## src/rtl/crp_pkg.sv

```systemverilog
`timescale 1ns / 1ps
`default_nettype none
// ----------------------------------------------------------------------------
// crp_pkg
// shared widths, character codes, status codes and stage structs of the
// cell reference parser
// ----------------------------------------------------------------------------
package crp_pkg;

  localparam int CHAR_W     = 8;
  localparam int COL_VAL_W  = 15;  // holds up to three letters, ZZZ = 18278
  localparam int ROW_VAL_W  = 21;  // holds the saturated row, MAX_ROW + 1
  localparam int ROW_PROD_W = 25;  // row times ten plus one digit
  localparam int COL_IDX_W  = 14;
  localparam int ROW_IDX_W  = 20;
  localparam int CNT_W      = 2;

  localparam logic [CNT_W-1:0] MAX_LETTERS = 2'd3;
  localparam logic [4:0]       COL_RADIX   = 5'd26;

  localparam logic [CHAR_W-1:0] CH_DOLLAR  = 8'h24;  // '$'
  localparam logic [CHAR_W-1:0] CH_ZERO    = 8'h30;  // '0'
  localparam logic [CHAR_W-1:0] CH_NINE    = 8'h39;  // '9'
  localparam logic [CHAR_W-1:0] CH_UPPER_A = 8'h41;  // 'A'
  localparam logic [CHAR_W-1:0] CH_UPPER_Z = 8'h5A;  // 'Z'
  localparam logic [CHAR_W-1:0] CH_LOWER_A = 8'h61;  // 'a'
  localparam logic [CHAR_W-1:0] CH_LOWER_Z = 8'h7A;  // 'z'

  typedef enum logic [2:0] {
    ST_OK          = 3'd0,
    ST_BAD_CHAR    = 3'd1,
    ST_NO_DIGITS   = 3'd2,
    ST_BAD_LETTERS = 3'd3,
    ST_RANGE       = 3'd4
  } status_t;

  // one character request
  typedef struct packed {
    logic [CHAR_W-1:0] char_code;
    logic              last;
  } req_t;

  // one finished result
  typedef struct packed {
    logic [COL_IDX_W-1:0] col_idx;
    logic [ROW_IDX_W-1:0] row_idx;
    logic                 column_absolute;
    logic                 row_absolute;
    status_t              status;
  } res_t;

endpackage
`default_nettype wire

```

## src/rtl/crp_in_reg.sv

```systemverilog
`timescale 1ns / 1ps
`default_nettype none
// ----------------------------------------------------------------------------
// crp_in_reg
// input register: holds one character request until the parser takes it
// ----------------------------------------------------------------------------
module crp_in_reg
  import crp_pkg::*;
(
  input  wire logic  clk,
  input  wire logic  rst,
  input  wire logic  in_valid,
  output logic       in_ready,
  input  wire req_t  req_in,
  input  wire logic  advance,
  output logic       held_valid,
  output req_t       held_req
);

  logic load;

  assign in_ready = !held_valid || advance;
  assign load     = in_valid && in_ready;

  always_ff @(posedge clk) begin
    if (rst) begin
      held_valid <= 1'b0;
    end else if (load) begin
      held_valid <= 1'b1;
    end else if (advance) begin
      held_valid <= 1'b0;
    end
  end

  always_ff @(posedge clk) begin
    if (load) begin
      held_req <= req_in;
    end
  end

endmodule
`default_nettype wire

```

## src/rtl/crp_parser.sv

```systemverilog
`timescale 1ns / 1ps
`default_nettype none
// ----------------------------------------------------------------------------
// crp_parser
// grammar state machine, column and row accumulators, and the result check
// ----------------------------------------------------------------------------
module crp_parser
  import crp_pkg::*;
#(
  parameter int MAX_ROW    = 1048576,
  parameter int MAX_COLUMN = 16384
)
(
  input  wire logic clk,
  input  wire logic rst,
  input  wire logic advance,
  input  wire req_t req,
  output res_t      res,
  output logic      busy
);

  typedef enum logic [2:0] {
    PH_START,
    PH_AFTER_CDOLLAR,
    PH_LETTERS,
    PH_AFTER_RDOLLAR,
    PH_DIGITS
  } phase_t;

  localparam logic [ROW_PROD_W-1:0] ROW_SAT_W = ROW_PROD_W'(MAX_ROW + 1);
  localparam logic [ROW_VAL_W-1:0]  ROW_SAT   = ROW_VAL_W'(MAX_ROW + 1);
  localparam logic [ROW_VAL_W-1:0]  ROW_MAX   = ROW_VAL_W'(MAX_ROW);
  localparam logic [COL_VAL_W-1:0]  COL_MAX   = COL_VAL_W'(MAX_COLUMN);

  phase_t               phase, phase_next;
  logic [COL_VAL_W-1:0] column_value, column_value_next;
  logic [CNT_W-1:0]     letter_count, letter_count_next;
  logic [ROW_VAL_W-1:0] row_value, row_value_next;
  logic                 column_dollar_seen, column_dollar_seen_next;
  logic                 row_dollar_seen, row_dollar_seen_next;
  status_t              error_latch, error_latch_next;

  logic                  is_letter, is_digit, is_dollar;
  logic                  do_letter, do_digit;
  logic [4:0]            letter_val;
  logic [COL_VAL_W-1:0]  column_acc;
  logic [ROW_PROD_W-1:0] row_prod;
  logic [COL_VAL_W-1:0]  column_m1;
  logic [ROW_VAL_W-1:0]  row_m1;
  status_t               status;

  assign is_letter = (req.char_code >= CH_UPPER_A && req.char_code <= CH_UPPER_Z) ||
                     (req.char_code >= CH_LOWER_A && req.char_code <= CH_LOWER_Z);
  assign is_digit  = req.char_code >= CH_ZERO && req.char_code <= CH_NINE;
  assign is_dollar = req.char_code == CH_DOLLAR;

  // both cases of a letter carry its alphabet position in the low five bits
  assign letter_val = req.char_code[4:0];
  assign column_acc = COL_VAL_W'(column_value * COL_RADIX) + COL_VAL_W'(letter_val);
  assign row_prod   = ROW_PROD_W'(row_value) * ROW_PROD_W'(10) +
                      ROW_PROD_W'(req.char_code[3:0]);

  always_comb begin
    phase_next              = phase;
    column_value_next       = column_value;
    letter_count_next       = letter_count;
    row_value_next          = row_value;
    column_dollar_seen_next = column_dollar_seen;
    row_dollar_seen_next    = row_dollar_seen;
    error_latch_next        = error_latch;
    do_letter               = 1'b0;
    do_digit                = 1'b0;

    if (error_latch == ST_OK) begin
      unique case (phase)
        PH_START: begin
          if (is_dollar) begin
            column_dollar_seen_next = 1'b1;
            phase_next              = PH_AFTER_CDOLLAR;
          end else if (is_letter) begin
            do_letter = 1'b1;
          end else if (is_digit) begin
            error_latch_next = ST_BAD_LETTERS;
          end else begin
            error_latch_next = ST_BAD_CHAR;
          end
        end
        PH_AFTER_CDOLLAR: begin
          if (is_letter) begin
            do_letter = 1'b1;
          end else if (is_digit) begin
            error_latch_next = ST_BAD_LETTERS;
          end else begin
            error_latch_next = ST_BAD_CHAR;
          end
        end
        PH_LETTERS: begin
          if (is_letter) begin
            do_letter = 1'b1;
          end else if (is_dollar) begin
            row_dollar_seen_next = 1'b1;
            phase_next           = PH_AFTER_RDOLLAR;
          end else if (is_digit) begin
            do_digit = 1'b1;
          end else begin
            error_latch_next = ST_BAD_CHAR;
          end
        end
        PH_AFTER_RDOLLAR, PH_DIGITS: begin
          if (is_digit) begin
            do_digit = 1'b1;
          end else begin
            error_latch_next = ST_BAD_CHAR;
          end
        end
        default: begin
          error_latch_next = ST_BAD_CHAR;
        end
      endcase

      if (do_letter) begin
        if (letter_count == MAX_LETTERS) begin
          error_latch_next = ST_BAD_LETTERS;
        end else begin
          column_value_next = column_acc;
          letter_count_next = letter_count + CNT_W'(1);
          phase_next        = PH_LETTERS;
        end
      end

      if (do_digit) begin
        row_value_next = (row_prod > ROW_SAT_W) ? ROW_SAT : row_prod[ROW_VAL_W-1:0];
        phase_next     = PH_DIGITS;
      end
    end
  end

  // status as seen after this character
  always_comb begin
    if (error_latch_next != ST_OK) begin
      status = error_latch_next;
    end else if (phase_next == PH_START || phase_next == PH_AFTER_CDOLLAR) begin
      status = ST_BAD_LETTERS;
    end else if (phase_next != PH_DIGITS) begin
      status = ST_NO_DIGITS;
    end else if (row_value_next == '0 || row_value_next > ROW_MAX ||
                 column_value_next == '0 || column_value_next > COL_MAX) begin
      status = ST_RANGE;
    end else begin
      status = ST_OK;
    end
  end

  assign column_m1 = column_value_next - COL_VAL_W'(1);
  assign row_m1    = row_value_next - ROW_VAL_W'(1);

  always_comb begin
    res = '0;
    res.status = status;
    if (status == ST_OK) begin
      res.col_idx         = column_m1[COL_IDX_W-1:0];
      res.row_idx         = row_m1[ROW_IDX_W-1:0];
      res.column_absolute = column_dollar_seen_next;
      res.row_absolute    = row_dollar_seen_next;
    end
  end

  assign busy = phase != PH_START || error_latch != ST_OK || column_dollar_seen;

  always_ff @(posedge clk) begin
    if (rst || (advance && req.last)) begin
      phase              <= PH_START;
      column_value       <= '0;
      letter_count       <= '0;
      row_value          <= '0;
      column_dollar_seen <= 1'b0;
      row_dollar_seen    <= 1'b0;
      error_latch        <= ST_OK;
    end else if (advance) begin
      phase              <= phase_next;
      column_value       <= column_value_next;
      letter_count       <= letter_count_next;
      row_value          <= row_value_next;
      column_dollar_seen <= column_dollar_seen_next;
      row_dollar_seen    <= row_dollar_seen_next;
      error_latch        <= error_latch_next;
    end
  end

endmodule
`default_nettype wire

```

## src/rtl/crp_out_reg.sv

```systemverilog
`timescale 1ns / 1ps
`default_nettype none
// ----------------------------------------------------------------------------
// crp_out_reg
// result register: holds one result until the consumer takes it
// ----------------------------------------------------------------------------
module crp_out_reg
  import crp_pkg::*;
(
  input  wire logic clk,
  input  wire logic rst,
  input  wire logic load,
  input  wire res_t res_in,
  input  wire logic out_ready,
  output logic      out_valid,
  output res_t      res_out
);

  always_ff @(posedge clk) begin
    if (rst) begin
      out_valid <= 1'b0;
    end else if (load) begin
      out_valid <= 1'b1;
    end else if (out_ready) begin
      out_valid <= 1'b0;
    end
  end

  always_ff @(posedge clk) begin
    if (load) begin
      res_out <= res_in;
    end
  end

endmodule
`default_nettype wire

```

## src/rtl/cell_reference_parser.sv

```systemverilog
`timescale 1ns / 1ps
`default_nettype none
// ----------------------------------------------------------------------------
// cell_reference_parser
// A1 spreadsheet cell reference parser, one character per request
// ----------------------------------------------------------------------------
// The block reads a reference such as "B12", "$C$7" or "aa100" one character
// per request, with last set on the final character, and gives exactly one
// result for each reference: zero-based column and row, the two absolute
// flags and a status (0 ok, 1 bad character, 2 no row digits, 3 bad letter
// count, 4 out of range; on any nonzero status the other fields are zero).
// The first error in a reference wins and the rest of its characters are
// swallowed. A character request is taken every cycle unless both registers
// are full and the result side stalls; each one passes through an input
// register and the parser logic, and the result of the last character lands
// in the result register as that character leaves the input register. The
// parser state updates once per cycle while characters move on; a stall on the
// result side only blocks input once the result and input registers are full.
// ----------------------------------------------------------------------------
module cell_reference_parser
  import crp_pkg::*;
#(
  parameter int MAX_ROW    = 1048576,
  parameter int MAX_COLUMN = 16384
)
(
  input  wire logic                 clk,
  input  wire logic                 rst,
  // character requests
  input  wire logic                 in_valid,
  output logic                      in_ready,
  input  wire logic [CHAR_W-1:0]    char_code,
  input  wire logic                 last,
  // results
  output logic                      out_valid,
  input  wire logic                 out_ready,
  output logic [COL_IDX_W-1:0]      col_idx,
  output logic [ROW_IDX_W-1:0]      row_idx,
  output logic                      column_absolute,
  output logic                      row_absolute,
  output logic [2:0]                status
);

  req_t req_in;
  req_t held_req;
  logic held_valid;
  logic advance;
  logic emit;
  logic parse_busy;
  res_t parse_res;
  res_t out_res;

  assign req_in.char_code = char_code;
  assign req_in.last      = last;

  // the held character moves on whenever the result register can take a result
  assign advance = held_valid && (!out_valid || out_ready);
  // only the last character of a reference produces a result
  assign emit    = advance && held_req.last;

  crp_in_reg u_in_reg (
    .clk        (clk),
    .rst        (rst),
    .in_valid   (in_valid),
    .in_ready   (in_ready),
    .req_in     (req_in),
    .advance    (advance),
    .held_valid (held_valid),
    .held_req   (held_req)
  );

  crp_parser #(
    .MAX_ROW    (MAX_ROW),
    .MAX_COLUMN (MAX_COLUMN)
  ) u_parser (
    .clk     (clk),
    .rst     (rst),
    .advance (advance),
    .req     (held_req),
    .res     (parse_res),
    .busy    (parse_busy)
  );

  crp_out_reg u_out_reg (
    .clk       (clk),
    .rst       (rst),
    .load      (emit),
    .res_in    (parse_res),
    .out_ready (out_ready),
    .out_valid (out_valid),
    .res_out   (out_res)
  );

  assign col_idx         = out_res.col_idx;
  assign row_idx         = out_res.row_idx;
  assign column_absolute = out_res.column_absolute;
  assign row_absolute    = out_res.row_absolute;
  assign status          = out_res.status;

  // input only stalls when both registers are full and the consumer is stalled
  assert property (@(posedge clk) disable iff (rst)
    !in_ready |-> held_valid && out_valid && !out_ready)
    else $error("input stalled without a full pipeline");

  // a reference that ends leaves the parser back at its start
  assert property (@(posedge clk) disable iff (rst)
    emit |=> !parse_busy)
    else $error("parser state not cleared after the last character");

  // an error result carries no position or flags
  assert property (@(posedge clk) disable iff (rst)
    out_valid && status != ST_OK |->
      col_idx == '0 && row_idx == '0 && !column_absolute && !row_absolute)
    else $error("error result with nonzero fields");

  // a new result is only loaded once the previous one is gone
  assert property (@(posedge clk) disable iff (rst)
    out_valid && !out_ready |=> out_valid && $stable(out_res))
    else $error("pending result overwritten");

endmodule
`default_nettype wire

```

## config.mk

```make
export PLATFORM = sky130hd
export DESIGN_NAME = cell_reference_parser
export DESIGN_NICKNAME = d
export VERILOG_FILES = /design/src/rtl/crp_pkg.sv /design/src/rtl/crp_in_reg.sv /design/src/rtl/crp_parser.sv /design/src/rtl/crp_out_reg.sv /design/src/rtl/cell_reference_parser.sv
export SDC_FILE = /design/constraint.sdc
export NUM_CORES = 1
export LEC_CHECK = 0
export ABC_AREA = 1
export BUFFER_PORTS_ARGS = -buffer_cell sky130_fd_sc_hd__buf_2
export CAP_MARGIN = 15
export CORE_ASPECT_RATIO = 1.4
export CORE_MARGIN = 8
export CORE_UTILIZATION = 30
export CTS_CLUSTER_SIZE = 12
export DETAILED_ROUTE_END_ITERATION = 12
export GPL_TIMING_DRIVEN = 0
export SYNTH_ARGS = -nofsm -noshare
export SYNTH_HDL_FRONTEND = slang
export SYNTH_SLANG_ARGS = --single-unit
```

## constraint.sdc

```tcl
create_clock -name clk -period 4.6 [get_ports clk]
set_clock_uncertainty 0.2 [all_clocks]
set_input_delay 0 -clock clk [delete_from_list [all_inputs] [get_ports clk]]
set_output_delay 0 -clock clk [all_outputs]
set_load 0.02 [all_outputs]
```

==> flow_metrics.env <==
export IMPL_grt_use_total=0.143
export IMPL_drtIter0Drc=403
export IMPL_critPathKind="flop to flop"
export IMPL_slowest_delay_ns=0.56
export IMPL_pre_cts_ws_ns=-0.666
export IMPL_post_route_cells_drive_above_1_share=0.204
export IMPL_initial_core_util=0.301
export IMPL_grt_setup_unrepaired="true"
export IMPL_numPortBuffers=53
export IMPL_synthAdderAreaFrac=0.132
export IMPL_antenna_left=0
export IMPL_cts_buffers=9
export IMPL_synth_largest_area_cell="edfxtp_1"
export IMPL_vias=8203
export IMPL_nets=1464
export IMPL_die_h_um=218
export IMPL_rows=74
export IMPL_grt_pass1_wl_mm=40.2
export IMPL_synth_compound_area_frac=0.0900
export IMPL_worst_slew_pin_slew_ns=0.862
export IMPL_place_inst=1688
export IMPL_slew_viol_final=0
export IMPL_synth_seq_cells=96
export IMPL_yosys_area_top_type_share=0.166
export IMPL_synth_common_cells="nand2_1 (297), inv_1 (201), nor2_1 (119)"
export IMPL_clkTransAtPathRegs_ns=0.07
export IMPL_dieWidth_um=160
export IMPL_syn_mean_instance_area_um2=6.94
export IMPL_rr_worst_depth=28
export IMPL_cap_violations=0
export IMPL_reg2reg_from="u_parser.row_value[3]"
export IMPL_regToRegSetupSlack_ns=-0.25
export IMPL_setup_viol=36
export IMPL_worstPathRequired_ns=4.52
export IMPL_crit_top_cell="buf_4"
export IMPL_maxSlewHeadroom=0.420
export IMPL_ir_worst_vdd_uv=175
export IMPL_place_congestion=0.891
export IMPL_status="finished, violations left"
export IMPL_syn_num_nets=1351
export IMPL_design_area_um2=10700
export IMPL_period_needed_ns=4.85
export IMPL_root_buffer="clkbuf_16"
export IMPL_hp_class="input port to flop"
export IMPL_ys_seq_area_frac=0.276
export IMPL_diodes=0
export IMPL_drt_wl_total_mm=24.6
export IMPL_end_kind="flop"
export IMPL_hold_end="u_in_reg.held_req[0]"
export IMPL_fillers=3082
export IMPL_violations="setup timing"
export IMPL_vias_per_cell=4.68
export IMPL_clock_sinks=96
export IMPL_syn_inst=1254
export IMPL_synthTopCellsByArea="edfxtp_1 (17%), nand2_1 (13%), dfxtp_1 (11%)"
export IMPL_synth_simple_gate_area_frac=0.335
export IMPL_met1_usage=0.144
export IMPL_ios=54
export IMPL_core_um2=28900
export IMPL_final_cells=1752
export IMPL_clock_latency_ns=0.36
export IMPL_synthMuxAreaShare=0.00115
export IMPL_first_pass_iters=6
export IMPL_min_period_over_period=1.05
export IMPL_synth_most_common_cell="nand2_1"
export IMPL_wl_per_cell_um=14.0
export IMPL_synth_main_ff_cell="edfxtp_1"
export IMPL_use_met2=0.278
export IMPL_clk_path_buf_depth=2
export IMPL_grt_pass1_vias=8276
export IMPL_dp_hpwl_mm=19.6
export IMPL_power_density_nw_per_um2=190
export IMPL_synth_top_family_by_area="simple AND/OR/NAND/NOR gates"
export IMPL_fin_ws_ns=-0.248
export IMPL_antenna_found_initial=0
export IMPL_synthesis_area_um2=8700
export IMPL_htreeDepth=3
export IMPL_busiest_layer="met2"
export IMPL_yosysWarnings=0
export IMPL_min_from="in_valid"
export IMPL_synthArstFlopShare=0
export IMPL_synthXorXnorAreaFrac=0.0574
export IMPL_worstPathArrival_ns=4.76
export IMPL_cp_slowest_cell="fa_2"
export IMPL_cp_start_kind="flop"
export IMPL_post_route_util=0.369
export IMPL_clock_fmax_mhz=206
export IMPL_grt_use_met3=0.0202
export IMPL_cp_max_fo=7
export IMPL_cts_tree="done"
export IMPL_reg2reg_to="u_out_reg.res_out[34]"
export IMPL_area_delta_synth_final_pct=22.6
export IMPL_p_leak_nw=5.08
export IMPL_power_mw=2.03
export IMPL_holdPathStages=3
export IMPL_drc=0
export IMPL_die_area_um2=34800
export IMPL_grt_max_degree=40
export IMPL_dpl_cell_area_um2=9540
export IMPL_synth_edf_count=48
export IMPL_yosysUniqueCellTypes=49
export IMPL_grt_overflow=0
export IMPL_hold_viol=0
-- critical path: cells and delay by family (launching register included) --
family                     cells  cell delay, ns
DFF                            1            0.37
and+or+nand+nor               15            1.54
buffers and inverters          9            1.10
adders and majority gates      3            0.97
AOI/OAI and AO/OA              1            0.40
-- metal layers --
| metal | wire length, µm | part of all wire |
|---|---|---|
| met1 | 9390 | 0.38 |
| met2 | 13200 | 0.54 |
| met3 | 762 | 0.031 |
| met4 | 1220 | 0.049 |
| met5 | 0 | 0 |
-- repair_timing --
action                                  in CTS  in global routing
pin swaps                                   17                 17
hold endpoints to repair                    11                  0
gates resized for setup                     65                 43
gates cloned                                 2                  1
endpoints found under the setup margin      37                 37
hold buffers                                12                  0
setup buffers                               23                 11
-- cell families (layout without fill, tap and decap cells) --
family,count (synthesis),count (layout)
xor+xnor,57,57
flops,96,96
buf+inv,237,355
fa+ha+maj,84,84
compound gates,140,140
simple gates,639,639
mux,1,1
-- registers in the layout, indices dropped and copies added (netlist names) --
| register | flops |
|---|---|
| u_in_reg.held_valid | 1 |
| u_in_reg.held_req | 9 |
| u_parser.column_value | 15 |
| u_parser.error_latch | 3 |
| u_parser.letter_count | 2 |
| u_parser.row_dollar_seen | 1 |
| u_parser.phase | 3 |
| u_parser.row_value | 21 |
| u_parser.column_dollar_seen | 1 |
| u_out_reg.out_valid | 1 |
| u_out_reg.res_out | 39 |
-- worst max-delay path by stage --
| stage | from | endpoint | slack (ns) | cells past startpoint |
|---|---|---|---|---|
| 2_1_floorplan | u_parser.row_value[0] | u_out_reg.res_out[3] | 0.04 | 34 |
| 3_3_place_gp | u_parser.row_value[2] | u_out_reg.res_out[25] | -0.64 | 33 |
| 3_5_place_dp | u_parser.row_value[0] | u_out_reg.res_out[25] | -0.67 | 34 |
| 4_1_cts | u_parser.row_value[3] | u_out_reg.res_out[25] | -0.18 | 34 |
| 5_1_grt | u_parser.row_value[3] | u_out_reg.res_out[26] | -0.56 | 34 |
| 6_report | u_parser.row_value[3] | u_out_reg.res_out[34] | -0.25 | 28 |
-- cell type report --
cell class,instances,area [µm²],share of cell area
multi-input cells,921,5760,0.540
flip-flops and latches,96,2430,0.228
inverters,214,806,0.0755
repair buffers,102,744,0.0698
well taps,380,475,0.0446
clock buffers,9,225,0.0211
plain buffers,23,163,0.0152
clock inverters,7,65.1,0.00610
-- metrics by stage --
| stage | hold slack, ns | TNS (ns) |
|---|---|---|
| 2_1_floorplan | -0.131 | 0 |
| 3_3_place_gp | -0.0219 | -19.82 |
| 3_5_place_dp | -0.0212 | -21.88 |
| 4_1_cts | 0.0215 | -5.21 |
| 5_1_grt | 0.0609 | -19.33 |
| 6_report | 0.0120 | -7.99 |
-- power breakdown --
part / internal [mW] / switching, mW / leakage [nW]
logic: 0.124 / 0.219 / 4.11
clock network: 0.379 / 0.373 / 0.137
registers: 0.920 / 0.0160 / 0.835
-- cell usage in the layout, fill, tap and decap left out, types with 5 or more instances in the layout --
| cell type | instances |
|---|---|
| clkbuf_1 | 13 |
| xnor2_1 | 23 |
| buf_2 | 55 |
| nand3_1 | 90 |
| nor2_2 | 32 |
| edfxtp_1 | 48 |
| buf_4 | 32 |
| clkbuf_16 | 10 |
| nand4_1 | 24 |
| dfxtp_1 | 32 |
| inv_2 | 13 |
| o21ai_0 | 46 |
| a21oi_1 | 61 |
| nor3_1 | 9 |
| xor2_1 | 32 |
| nand3b_1 | 7 |
| dlygate4sd3_1 | 12 |
| a31oi_1 | 5 |
| ha_4 | 7 |
| nor2_1 | 101 |
| nand2_1 | 288 |
| nand2_2 | 27 |
| fa_1 | 12 |
| nor2_4 | 33 |
| nand3_2 | 15 |
| inv_1 | 196 |
| ha_1 | 60 |
| dfxtp_2 | 13 |
Note: power is estimated with default switching activity, not from simulation.
